`src/sv/erot_fifo.sv`:
```
`timescale 1ns / 1ps
// ----------------------------------------------------------------------------
// erot_fifo
// Front queue: takes point requests and holds them for the back end.
// ----------------------------------------------------------------------------
module erot_fifo #(
	parameter int WIDTH = 97,
	parameter int DEPTH = 4
) (
	input  logic             clk,
	input  logic             arst_n,
	input  logic             push,
	input  logic [WIDTH-1:0] wdata,
	output logic             full,
	input  logic             pop,
	output logic             nonempty,
	output logic [WIDTH-1:0] rdata
);
	localparam int AW = (DEPTH > 1) ? $clog2(DEPTH) : 1;

	logic [WIDTH-1:0] mem_q [DEPTH];
	logic [AW-1:0]    wp_q, rp_q;
	logic [AW:0]      cnt_q;
	logic             do_push, do_pop;

	assign full     = (cnt_q == (AW+1)'(DEPTH));
	assign nonempty = (cnt_q != '0);
	assign do_push  = push && !full;
	assign do_pop   = pop && nonempty;
	assign rdata    = mem_q[rp_q];

	always_ff @(posedge clk or negedge arst_n) begin
		if (!arst_n) begin
			wp_q  <= '0;
			rp_q  <= '0;
			cnt_q <= '0;
		end else begin
			if (do_push)
				wp_q <= (wp_q == AW'(DEPTH-1)) ? '0 : wp_q + 1'b1;
			if (do_pop)
				rp_q <= (rp_q == AW'(DEPTH-1)) ? '0 : rp_q + 1'b1;
			if (do_push && !do_pop)
				cnt_q <= cnt_q + 1'b1;
			else if (do_pop && !do_push)
				cnt_q <= cnt_q - 1'b1;
		end
	end

	always_ff @(posedge clk) begin
		if (do_push)
			mem_q[wp_q] <= wdata;
	end
endmodule

```
`config.mk`:
```
export PLATFORM = sky130hd
export DESIGN_NAME = erot_fifo
export DESIGN_NICKNAME = d
export VERILOG_FILES = /design/src/sv/erot_fifo.sv
export SDC_FILE = /design/constraint.sdc
export NUM_CORES = 1
export LEC_CHECK = 0
export BUFFER_PORTS_ARGS = -buffer_cell sky130_fd_sc_hd__buf_2
export CAP_MARGIN = 20
export CORE_MARGIN = 2
export CORE_UTILIZATION = 40
export CTS_BUF_LIST = sky130_fd_sc_hd__clkbuf_4 sky130_fd_sc_hd__clkbuf_8
export DETAILED_ROUTE_END_ITERATION = 8
export PLACE_DENSITY = 0.64
export SLEW_MARGIN = 15
export SYNTH_ARGS = -nofsm -noshare
export SYNTH_HDL_FRONTEND = slang
export SYNTH_SLANG_ARGS = --single-unit
```
`constraint.sdc`:
```
create_clock -name clk -period 6.6 [get_ports clk]
set_clock_uncertainty 0.15 [all_clocks]
set_input_delay 0.33 -clock clk [delete_from_list [all_inputs] [get_ports clk]]
set_output_delay 0.33 -clock clk [all_outputs]
set_load 0.02 [all_outputs]
```
==> results of run 1 <==
[power by group]
group / internal, mW / switching, mW / leakage [nW]
Clock: 1.24 / 0.966 / 0.726
Combinational: 1.02 / 1.44 / 1.98
Sequential: 3.32 / 0.218 / 3.63
[cells by family after synthesis]
family,count (synthesis)
DFF,395
muxes,102
and+or+nand+nor,12
buffers and inverters,25
xor gates and xnor gates,3
adders and majority gates,7
[per-layer routing]
layer	vias to the layer above	GRT usage
met5	-	0
met4	0	0.0530
met3	51	0.0482
met2	205	0.242
met1	3488	0.203
li1	3071	-
[path summary, 6_finish.rpt]
kind                                      startpoint                      to  cells past startpoint
max in group asynchronous                     arst_n     rp_q[0]$_DFFE_PN0P_                      3
worst min register to register  cnt_q[2]$_DFFE_PN0P_    cnt_q[2]$_DFFE_PN0P_                      1
worst min-delay path                             pop     rp_q[0]$_DFFE_PN0P_                      3
min in group asynchronous                     arst_n     wp_q[1]$_DFFE_PN0P_                      3
worst max register to register  cnt_q[2]$_DFFE_PN0P_  mem_q[2][11]$_DFFE_PP_                      4
worst max-delay path             rp_q[1]$_DFFE_PN0P_               rdata[70]                      3
[worst min-delay path: cells and delay by family]
family	cells	cell delay (ns)
buffers and inverters	1	0.10
and+or+nand+nor	1	0.17
muxes	1	0.19
[cells in the final DEF, fill, tap and decap left out]
master / count
diode_2: 1
edfxtp_1: 388
nor3b_2: 1
bufinv_16: 3
clkbuf_8: 70
clkinv_2: 9
mux4_2: 97
ha_1: 6
dlygate4sd3_1: 99
buf_4: 6
inv_8: 3
dfrtp_1: 5
nor2_1: 3
inv_1: 3
mux2_2: 5
fa_1: 1
or3_1: 1
clkinvlp_4: 1
xnor2_1: 1
buf_2: 199
and2_4: 3
dfrtp_4: 2
inv_6: 2
nor2b_1: 1
nor2_4: 1
clkinv_1: 11
buf_12: 1
xor2_1: 2
clkbuf_4: 21
clkinv_4: 1
nand2_1: 2
[registers in the layout, summed over array words and instances, names as in the netlist]
register  count
mem_q       388
wp_q          2
cnt_q         3
rp_q          2
[repair_timing]
item | in CTS | in global routing
buffers inserted | 0 | 0
resized for setup | 0 | 0
hold buffers | 99 | 0
endpoints found under the hold margin | 395 | 0
endpoints found under the setup margin | 0 | 0
[area by class of cell]
type	count	area (µm²)	share of cell area
diodes	1	2.50	0.000137
clock buffers	91	1120	0.0613
clock inverters	30	244	0.0133
inverters	3	11.3	0.000616
multi-input cells	124	2440	0.134
flip-flops and latches	395	11800	0.647
well taps	461	577	0.0315
repair buffers	305	2050	0.112
==> run metrics, run 1 <==
status complete, no violations; largest family of logic cells by synthesized area multiplexers; nets 1005; detailed-route DRC error count 0; final instance area 0.0183 mm²; die area 0.0376 mm²; worst hold-check path type input port to flip-flop; reg-to-reg setup timing slack between 3 and 4 ns; Routed Antenna Nets 0; max layer used met4; routed vias/inst 4.83; Post-Synthesis Cell Area roughly 0.014 mm²; Top FF cell, synth edfxtp_1; CP max stage delay 0.84 ns; setup tns final 0 ns; Simple-Gate Fraction of Synth Area 0.00460; minimum clock period 3.38 ns; Starting Density 0.405; Buffers & Inverters on Critical Path 2; Final GP Congestion just under 0.7; drt pass-1 iters 4; Util after Layout 0.514; Yosys top cell area share 0.808; total CTS buffers between 60 and 70; Maximum Capacitance Violations 0; P_leak roughly 6.3 nW; total number of vias slightly below 7000; Avg Cell Area, Syn around 27 µm²; CP Cell Sequence buf_4, mux4_2, buf_2; met2 WL post-DR between 10000 and 15000 µm; Skew-Pair Late Insertion Delay about 0.59 ns; Hold Slack a little under 0.09 ns; CP delay by family, top buffers and inverters; top-count cell post-synth edfxtp_1; dpl ws ~3.5 ns; synth unique cells 21; number of fill cells roughly 2900; Core Footprint around 0.036 mm²; Startpoint Class flip-flop; TritonCTS clock tree built; placed insts ~1200; Mapped Cells between 500 and 600; DRT met1 WL about 12000 µm; GRT Total Usage 0.153; fin worst setup slack about 3.2 ns; crit path kind flip-flop to primary output; Crit. End Element primary output; H-Tree Depth 3; drt total wl between 20000 and 30000 µm; unrepaired setup endpoints after global routing false; vias in the first global route 7551; dpl hpwl 15400 µm; maximum clock rate 296 MHz; Synth top cells by count edfxtp_1 (388), mux4_2 (97), buf_4 (7), dfrtp_1 (7); EDFF count, synth about 390; die span in x slightly below 200 µm; complex-gate fraction of the synthesized area 0; Tcrit/Tclk final 0.512; arrival time at the worst endpoint a little under 3 ns; number of I/O port buffers 199; CP max-delay cell buf_4; area delta synth->final 26.8%; post-synthesis share of cell area spent on xor and xnor gates 0.00182; clock sinks just under 400; Req. time, crit path just over 6 ns; Placement Rows just under 70; max-slew violation count 0; Total Power roughly 8.2 mW; pwr dens 449 mW/mm²; Routed WL per cell between 20 and 25 µm; largest net degree at the start of global routing between 60 and 70; first-pass GRT wire length approximately 44000 µm; CP Max Fanout 63; mux share of post-synthesis cell area 0.155; layout cells sized above 1 0.448; Post-Synth Adder-Cell Area 0.00660; Worst Tran Pin Value 0.976 ns; CTS Buffer Depth 3; global route overflow 0; Syn Nets 652; Die Span Y between 150 and 200 µm; placed cell area approximately 0.016 mm²; Finished Layout Cells between 1000 and 1500; post-synthesis sequential area ratio 0.820; warnings from Yosys 0; Final Hold Fails 0; CTS clock-pin slew for the worst setup and hold paths 0.05 ns; Ports 200; FFs w/ async S/R, synth 0.0177; Yosys reg bits ~400; initial antenna violation count 1; relative slew slack 0.350; Iter 0 DRT Violations roughly 390; worst vdd ir between 0.0002 and 0.0003 V; top cells by area, synth edfxtp_1 (81%), mux4_2 (15%), dfrtp_1 (1.2%); final setup violation count 0; WL met3 between 1500 and 2000 µm; root buffer cell clkbuf_8; Synth area leader edfxtp_1
Note: power is estimated with default switching activity, not from simulation.
==> run 2, diff against run 1 <==
Clock period 6.6 ns to 3.2 ns, I/O delays scaled along.
==> run metrics, run 2 (synthesis gave the netlist of run 1 again) <==
status complete, no violations (unchanged); Finished Layout Cells 1417 (was 1410); Skew-Pair Late Insertion Delay 0.59 ns (about the same); Placement Rows 69 (unchanged); Final Hold Fails 0 (unchanged); Pint 11.5 mW (was 5.58 mW); Crit Reg-Reg Startpoint cnt_q[2]$_DFFE_PN0P_ (unchanged); initial antenna violation count 1 (unchanged); die span in x 194 µm (unchanged); vias in the first global route 7738 (was 7551); drt total wl 28200 µm (about the same); area delta synth->final 27.8% (was 26.8%); switching part of the total 0.320 (about the same); clock network power share 0.256 (was 0.268); setup tns final 0 ns (unchanged); worst hold-check path type input port to flip-flop (unchanged); TritonCTS clock tree built (unchanged); sequential share of power 0.432 (was 0.431); Starting Density 0.405 (unchanged); cells on worst reg2reg path 8 (was 4); maximum clock rate roughly 350 MHz; final setup violation count 0 (unchanged); Setup Fix Bufs, Post-CTS 0 (unchanged); Tcrit/Tclk final 0.889; Ports 200 (unchanged); total number of vias 6892 (was 6815); combinational power share 0.312 (was 0.301); Resized cells post-CTS 0 (unchanged); H-Tree Depth 3 (unchanged); GRT Total Usage 0.153 (about the same); placed cell area 0.0161 mm² (was 0.0159 mm²); Worst R2R End cnt_q[2]$_DFFE_PN0P_ (was mem_q[2][11]$_DFFE_PP_); max-slew violation count 0 (unchanged); root buffer cell clkbuf_8 (unchanged); drt pass-1 iters 4 (unchanged); first-pass GRT wire length 44200 µm (was 43600 µm); reg-to-reg setup timing slack 0.89 ns (was 3.56 ns); clock sinks 395 (unchanged); Routed Antenna Nets 0 (unchanged); Iter 0 DRT Violations 347 (was 393); worst vdd ir 0.000727 V (was 0.000266 V); max reg flops 388 (unchanged); Routed WL per cell 19.9 µm (was 20.0 µm); minimum clock period around 2.8 ns; switching power 5.40 mW (was 2.63 mW); dpl hpwl 15600 µm (was 15400 µm); fin worst setup slack 0.355 ns (was 3.22 ns); Critical Path Sink rdata[47] (was rdata[70]); dpl ws 0.893 ns (was 3.49 ns); CTS clock-pin slew for the worst setup and hold paths 0.06 ns (was 0.05 ns); arrival time at the worst endpoint 2.53 ns (was 2.90 ns); Top reg by flops mem_q (unchanged); Maximum Capacitance Violations 0 (unchanged); CP Max Fanout 30 (was 63); unrepaired setup endpoints after global routing false (unchanged); final instance area 0.0184 mm² (was 0.0183 mm²); number of fill cells 2884 (was 2876); global route overflow 0 (unchanged); placed insts 1198 (was 1189); layout cells sized above 1 0.448 (about the same); detailed-route DRC error count 0 (unchanged); Final GP Congestion 0.695 (was 0.689); Top Registers mem_q x388, cnt_q x3 (unchanged); CP startpoint rp_q[0]$_DFFE_PN0P_ (was rp_q[1]$_DFFE_PN0P_); relative slew slack 0.451 (was 0.350); CTS Buffer Depth 3 (unchanged); largest net degree at the start of global routing 58 (was 67); commonest non-fill, non-tap cells in the layout edfxtp_1 (388), buf_2 (199), dlygate4sd3_1 (101) (was edfxtp_1 (388), buf_2 (199), dlygate4sd3_1 (99)); total CTS buffers 67 (was 68); number of I/O port buffers 199 (unchanged); routed vias/inst 4.86 (was 4.83); pwr dens 917 mW/mm² (was 449 mW/mm²); most common cell after layout, fill and taps aside edfxtp_1 (unchanged); Worst Tran Pin Value 0.824 ns (was 0.976 ns); Startpoint Class flip-flop (unchanged); P_leak 6.37 nW (was 6.34 nW); Die Span Y 194 µm (unchanged); Hold Buf Count CTS 101 (was 99); Req. time, crit path 2.89 ns (was 6.12 ns); Crit. End Element primary output (unchanged); crit path kind flip-flop to primary output (unchanged); nets 1015 (was 1005); Core Footprint 0.0356 mm² (unchanged); die area 0.0376 mm² (unchanged)
==> run 2: worst min-delay path by stage <==
stage | start | end | slack (ns) | cells past startpoint
after floorplan | arst_n | cnt_q[0]$_DFFE_PN0P_ | -0.29 | 0
after global placement | arst_n | wp_q[0]$_DFFE_PN0P_ | -0.14 | 1
after detailed placement | arst_n | wp_q[0]$_DFFE_PN0P_ | -0.14 | 1
after CTS | wdata[39] | mem_q[2][39]$_DFFE_PP_ | 0.10 | 2
after global routing | wdata[75] | mem_q[0][75]$_DFFE_PP_ | 0.14 | 2
final | wdata[4] | mem_q[1][4]$_DFFE_PP_ | 0.17 | 2
==> run 2: area by class of cell <==
cell class                 instances  area (µm²)  share of cell area
antenna                            1        2.50            0.000136
multi-input combinational        124        2440               0.133
tap                              461         577              0.0313
clock buffer                      92        1140              0.0619
inverter                           3        11.3            0.000611
timing repair buffer             316        2260               0.123
clock inverter                    25         151             0.00822
sequential                       395       11800               0.642
==> run 2: worst max-delay path: stages, from the launching register on <==
cell,delay (ns)
dfrtp_4,0.85
buf_4,0.37
mux4_2,0.53
buf_2,0.18
==> run 2: layer usage <==
metal / vias to the layer above / track usage / wire length (µm)
met5: - / 0 / 0
met4: 0 / 0.0564 / 508
met3: 44 / 0.0440 / 1620
met2: 190 / 0.244 / 13900
met1: 3560 / 0.203 / 12200
li1: 3098 / - / -
==> run 2: power groups by stage <==
stage | Sequential (mW) | Clock [mW] | Combinational (mW)
2_1_floorplan | 7.12 | 0 | 3.74
3_3_place_gp | 7.38 | 0 | 5.26
3_5_place_dp | 7.43 | 0 | 5.27
4_1_cts | 7.33 | 4.49 | 5.39
5_1_grt | 7.42 | 4.71 | 5.62
6_report | 7.30 | 4.33 | 5.27
==> run 2: per-stage QoR <==
stage	total power [mW]	hold slack [ns]	util
after floorplan	10.9	-0.286	-
after global placement	12.6	-0.143	0.453
after detailed placement	12.7	-0.140	0.453
after CTS	17.2	0.104	0.518
after global routing	17.8	0.139	0.518
final	16.9	0.169	0.518
==> run 3, diff against run 2 <==
Clock period 3.2 ns to 3 ns, I/O delays scaled along.
==> run metrics, run 3 (synthesis gave the netlist of run 1 again) <==
CTS Buffer Depth 3 (unchanged); max reg flops 388 (unchanged); CP delay by family, top flip-flops (unchanged); area delta synth->final 27.6% (was 27.8%); Die Span Y 194 µm (unchanged); CP max stage delay 0.94 ns (was 0.85 ns); dpl hpwl 16500 µm (was 15600 µm); TritonCTS clock tree built (unchanged); detailed-route DRC error count 0 (unchanged); Tcrit/Tclk final 0.936; H-Tree Depth 3 (unchanged); Starting Density 0.405 (unchanged); Core Footprint 0.0356 mm² (unchanged); die span in x 194 µm (unchanged); minimum clock period approximately 2.8 ns; Finished Layout Cells 1424 (was 1417); Routed WL per cell 19.8 µm (was 19.9 µm); pwr dens 971 mW/mm² (was 917 mW/mm²); arrival time at the worst endpoint 2.51 ns (was 2.53 ns); Hold Buf Count CTS 101 (unchanged); Startpoint Class flip-flop (unchanged); most common cell after layout, fill and taps aside edfxtp_1 (unchanged); clock sinks 395 (unchanged); crit path kind flip-flop to primary output (unchanged); layout cells sized above 1 0.444 (was 0.448); Top Registers mem_q x388, cnt_q x3 (unchanged); P_leak 6.37 nW (about the same); Final GP Congestion 0.697 (was 0.695); Routed Antenna Nets 0 (unchanged); global route overflow 0 (unchanged); drt total wl 28100 µm (was 28200 µm); total number of vias 6914 (was 6892); Final Hold Fails 0 (unchanged); final instance area 0.0184 mm² (about the same); Top reg by flops mem_q (unchanged); Resized cells post-CTS 0 (unchanged); Iter 0 DRT Violations 345 (was 347); routed vias/inst 4.86 (about the same); initial antenna violation count 3 (was 1); maximum clock rate about 360 MHz; worst vdd ir 0.000628 V (was 0.000727 V); relative slew slack 0.482 (was 0.451); worst hold-check path type input port to flip-flop (unchanged); total CTS buffers 68 (was 67); CP max-delay cell dfrtp_4 (unchanged); Req. time, crit path 2.70 ns (was 2.89 ns); first-pass GRT wire length 43000 µm (was 44200 µm); die area 0.0376 mm² (unchanged); CTS clock-pin slew for the worst setup and hold paths 0.06 ns (about the same); commonest non-fill, non-tap cells in the layout edfxtp_1 (388), buf_2 (199), dlygate4sd3_1 (101) (unchanged); Ports 200 (unchanged); root buffer cell clkbuf_8 (unchanged); Maximum Capacitance Violations 0 (unchanged); final setup violation count 0 (unchanged); Worst Tran Pin Value 0.777 ns (was 0.824 ns); Crit. End Element primary output (unchanged); max-slew violation count 0 (unchanged); CP Max Fanout 48 (was 30); CP Cell Sequence buf_4, mux4_2, buf_2 (unchanged); Setup Fix Bufs, Post-CTS 0 (unchanged); Placement Rows 69 (unchanged); placed cell area 0.0161 mm² (about the same); Buffers & Inverters on Critical Path 2 (unchanged); unrepaired setup endpoints after global routing false (unchanged); vias in the first global route 7633 (was 7738); GRT Total Usage 0.152 (was 0.153); largest net degree at the start of global routing 73 (was 58); Skew-Pair Late Insertion Delay 0.59 ns (about the same); drt pass-1 iters 4 (unchanged); status complete, no violations (unchanged); Total Power 17.9 mW (was 16.9 mW); number of I/O port buffers 199 (unchanged); nets 1020 (was 1015); placed insts 1202 (was 1198)
## run 3: final timing paths
kind | startpoint | to | slack [ns] | cells after the start
worst min register to register | cnt_q[2]$_DFFE_PN0P_ | cnt_q[2]$_DFFE_PN0P_ | 0.33 | 1
worst min-delay path | wdata[13] | mem_q[0][13]$_DFFE_PP_ | 0.16 | 2
worst max register to register | cnt_q[2]$_DFFE_PN0P_ | cnt_q[2]$_DFFE_PN0P_ | 0.69 | 8
worst max-delay path | rp_q[1]$_DFFE_PN0P_ | rdata[76] | 0.19 | 3
min in group asynchronous | arst_n | cnt_q[0]$_DFFE_PN0P_ | 0.37 | 3
max in group asynchronous | arst_n | rp_q[0]$_DFFE_PN0P_ | 2.04 | 3
## run 3: routing by layer
metal	wire length [µm]	GRT usage	share of wire
met5	0	0	0
met1	12100	0.200	0.43
met3	2070	0.0416	0.074
met2	13300	0.238	0.47
met4	614	0.0645	0.022
## run 3: final cells by class
cell class / instances / area [µm²]
Fill cell: 2840 / 17200
Sequential cell: 395 / 11800
Multi-Input combinational cell: 124 / 2440
Timing Repair Buffer: 320 / 2270
Clock buffer: 89 / 1110
Tap cell: 461 / 577
Clock inverter: 29 / 136
Inverter: 3 / 11.3
Antenna cell: 3 / 7.51
## run 3: where the power goes
group / internal (mW) / leakage, nW / switching, mW
clock: 2.42 / 0.654 / 2.05
combinational: 2.42 / 2.08 / 3.28
sequential: 7.28 / 3.63 / 0.393
## run 3: stage by stage
step	worst slack [ns]	util	hold WS, ns	TNS (ns)
after global placement	0.713	0.453	-0.155	0
after global routing	0.0557	0.517	0.127	0
after floorplan	-0.722	-	-0.296	-70.04
after CTS	0.0942	0.517	0.0932	0
after detailed placement	0.691	0.453	-0.151	0
final	0.192	0.517	0.162	0
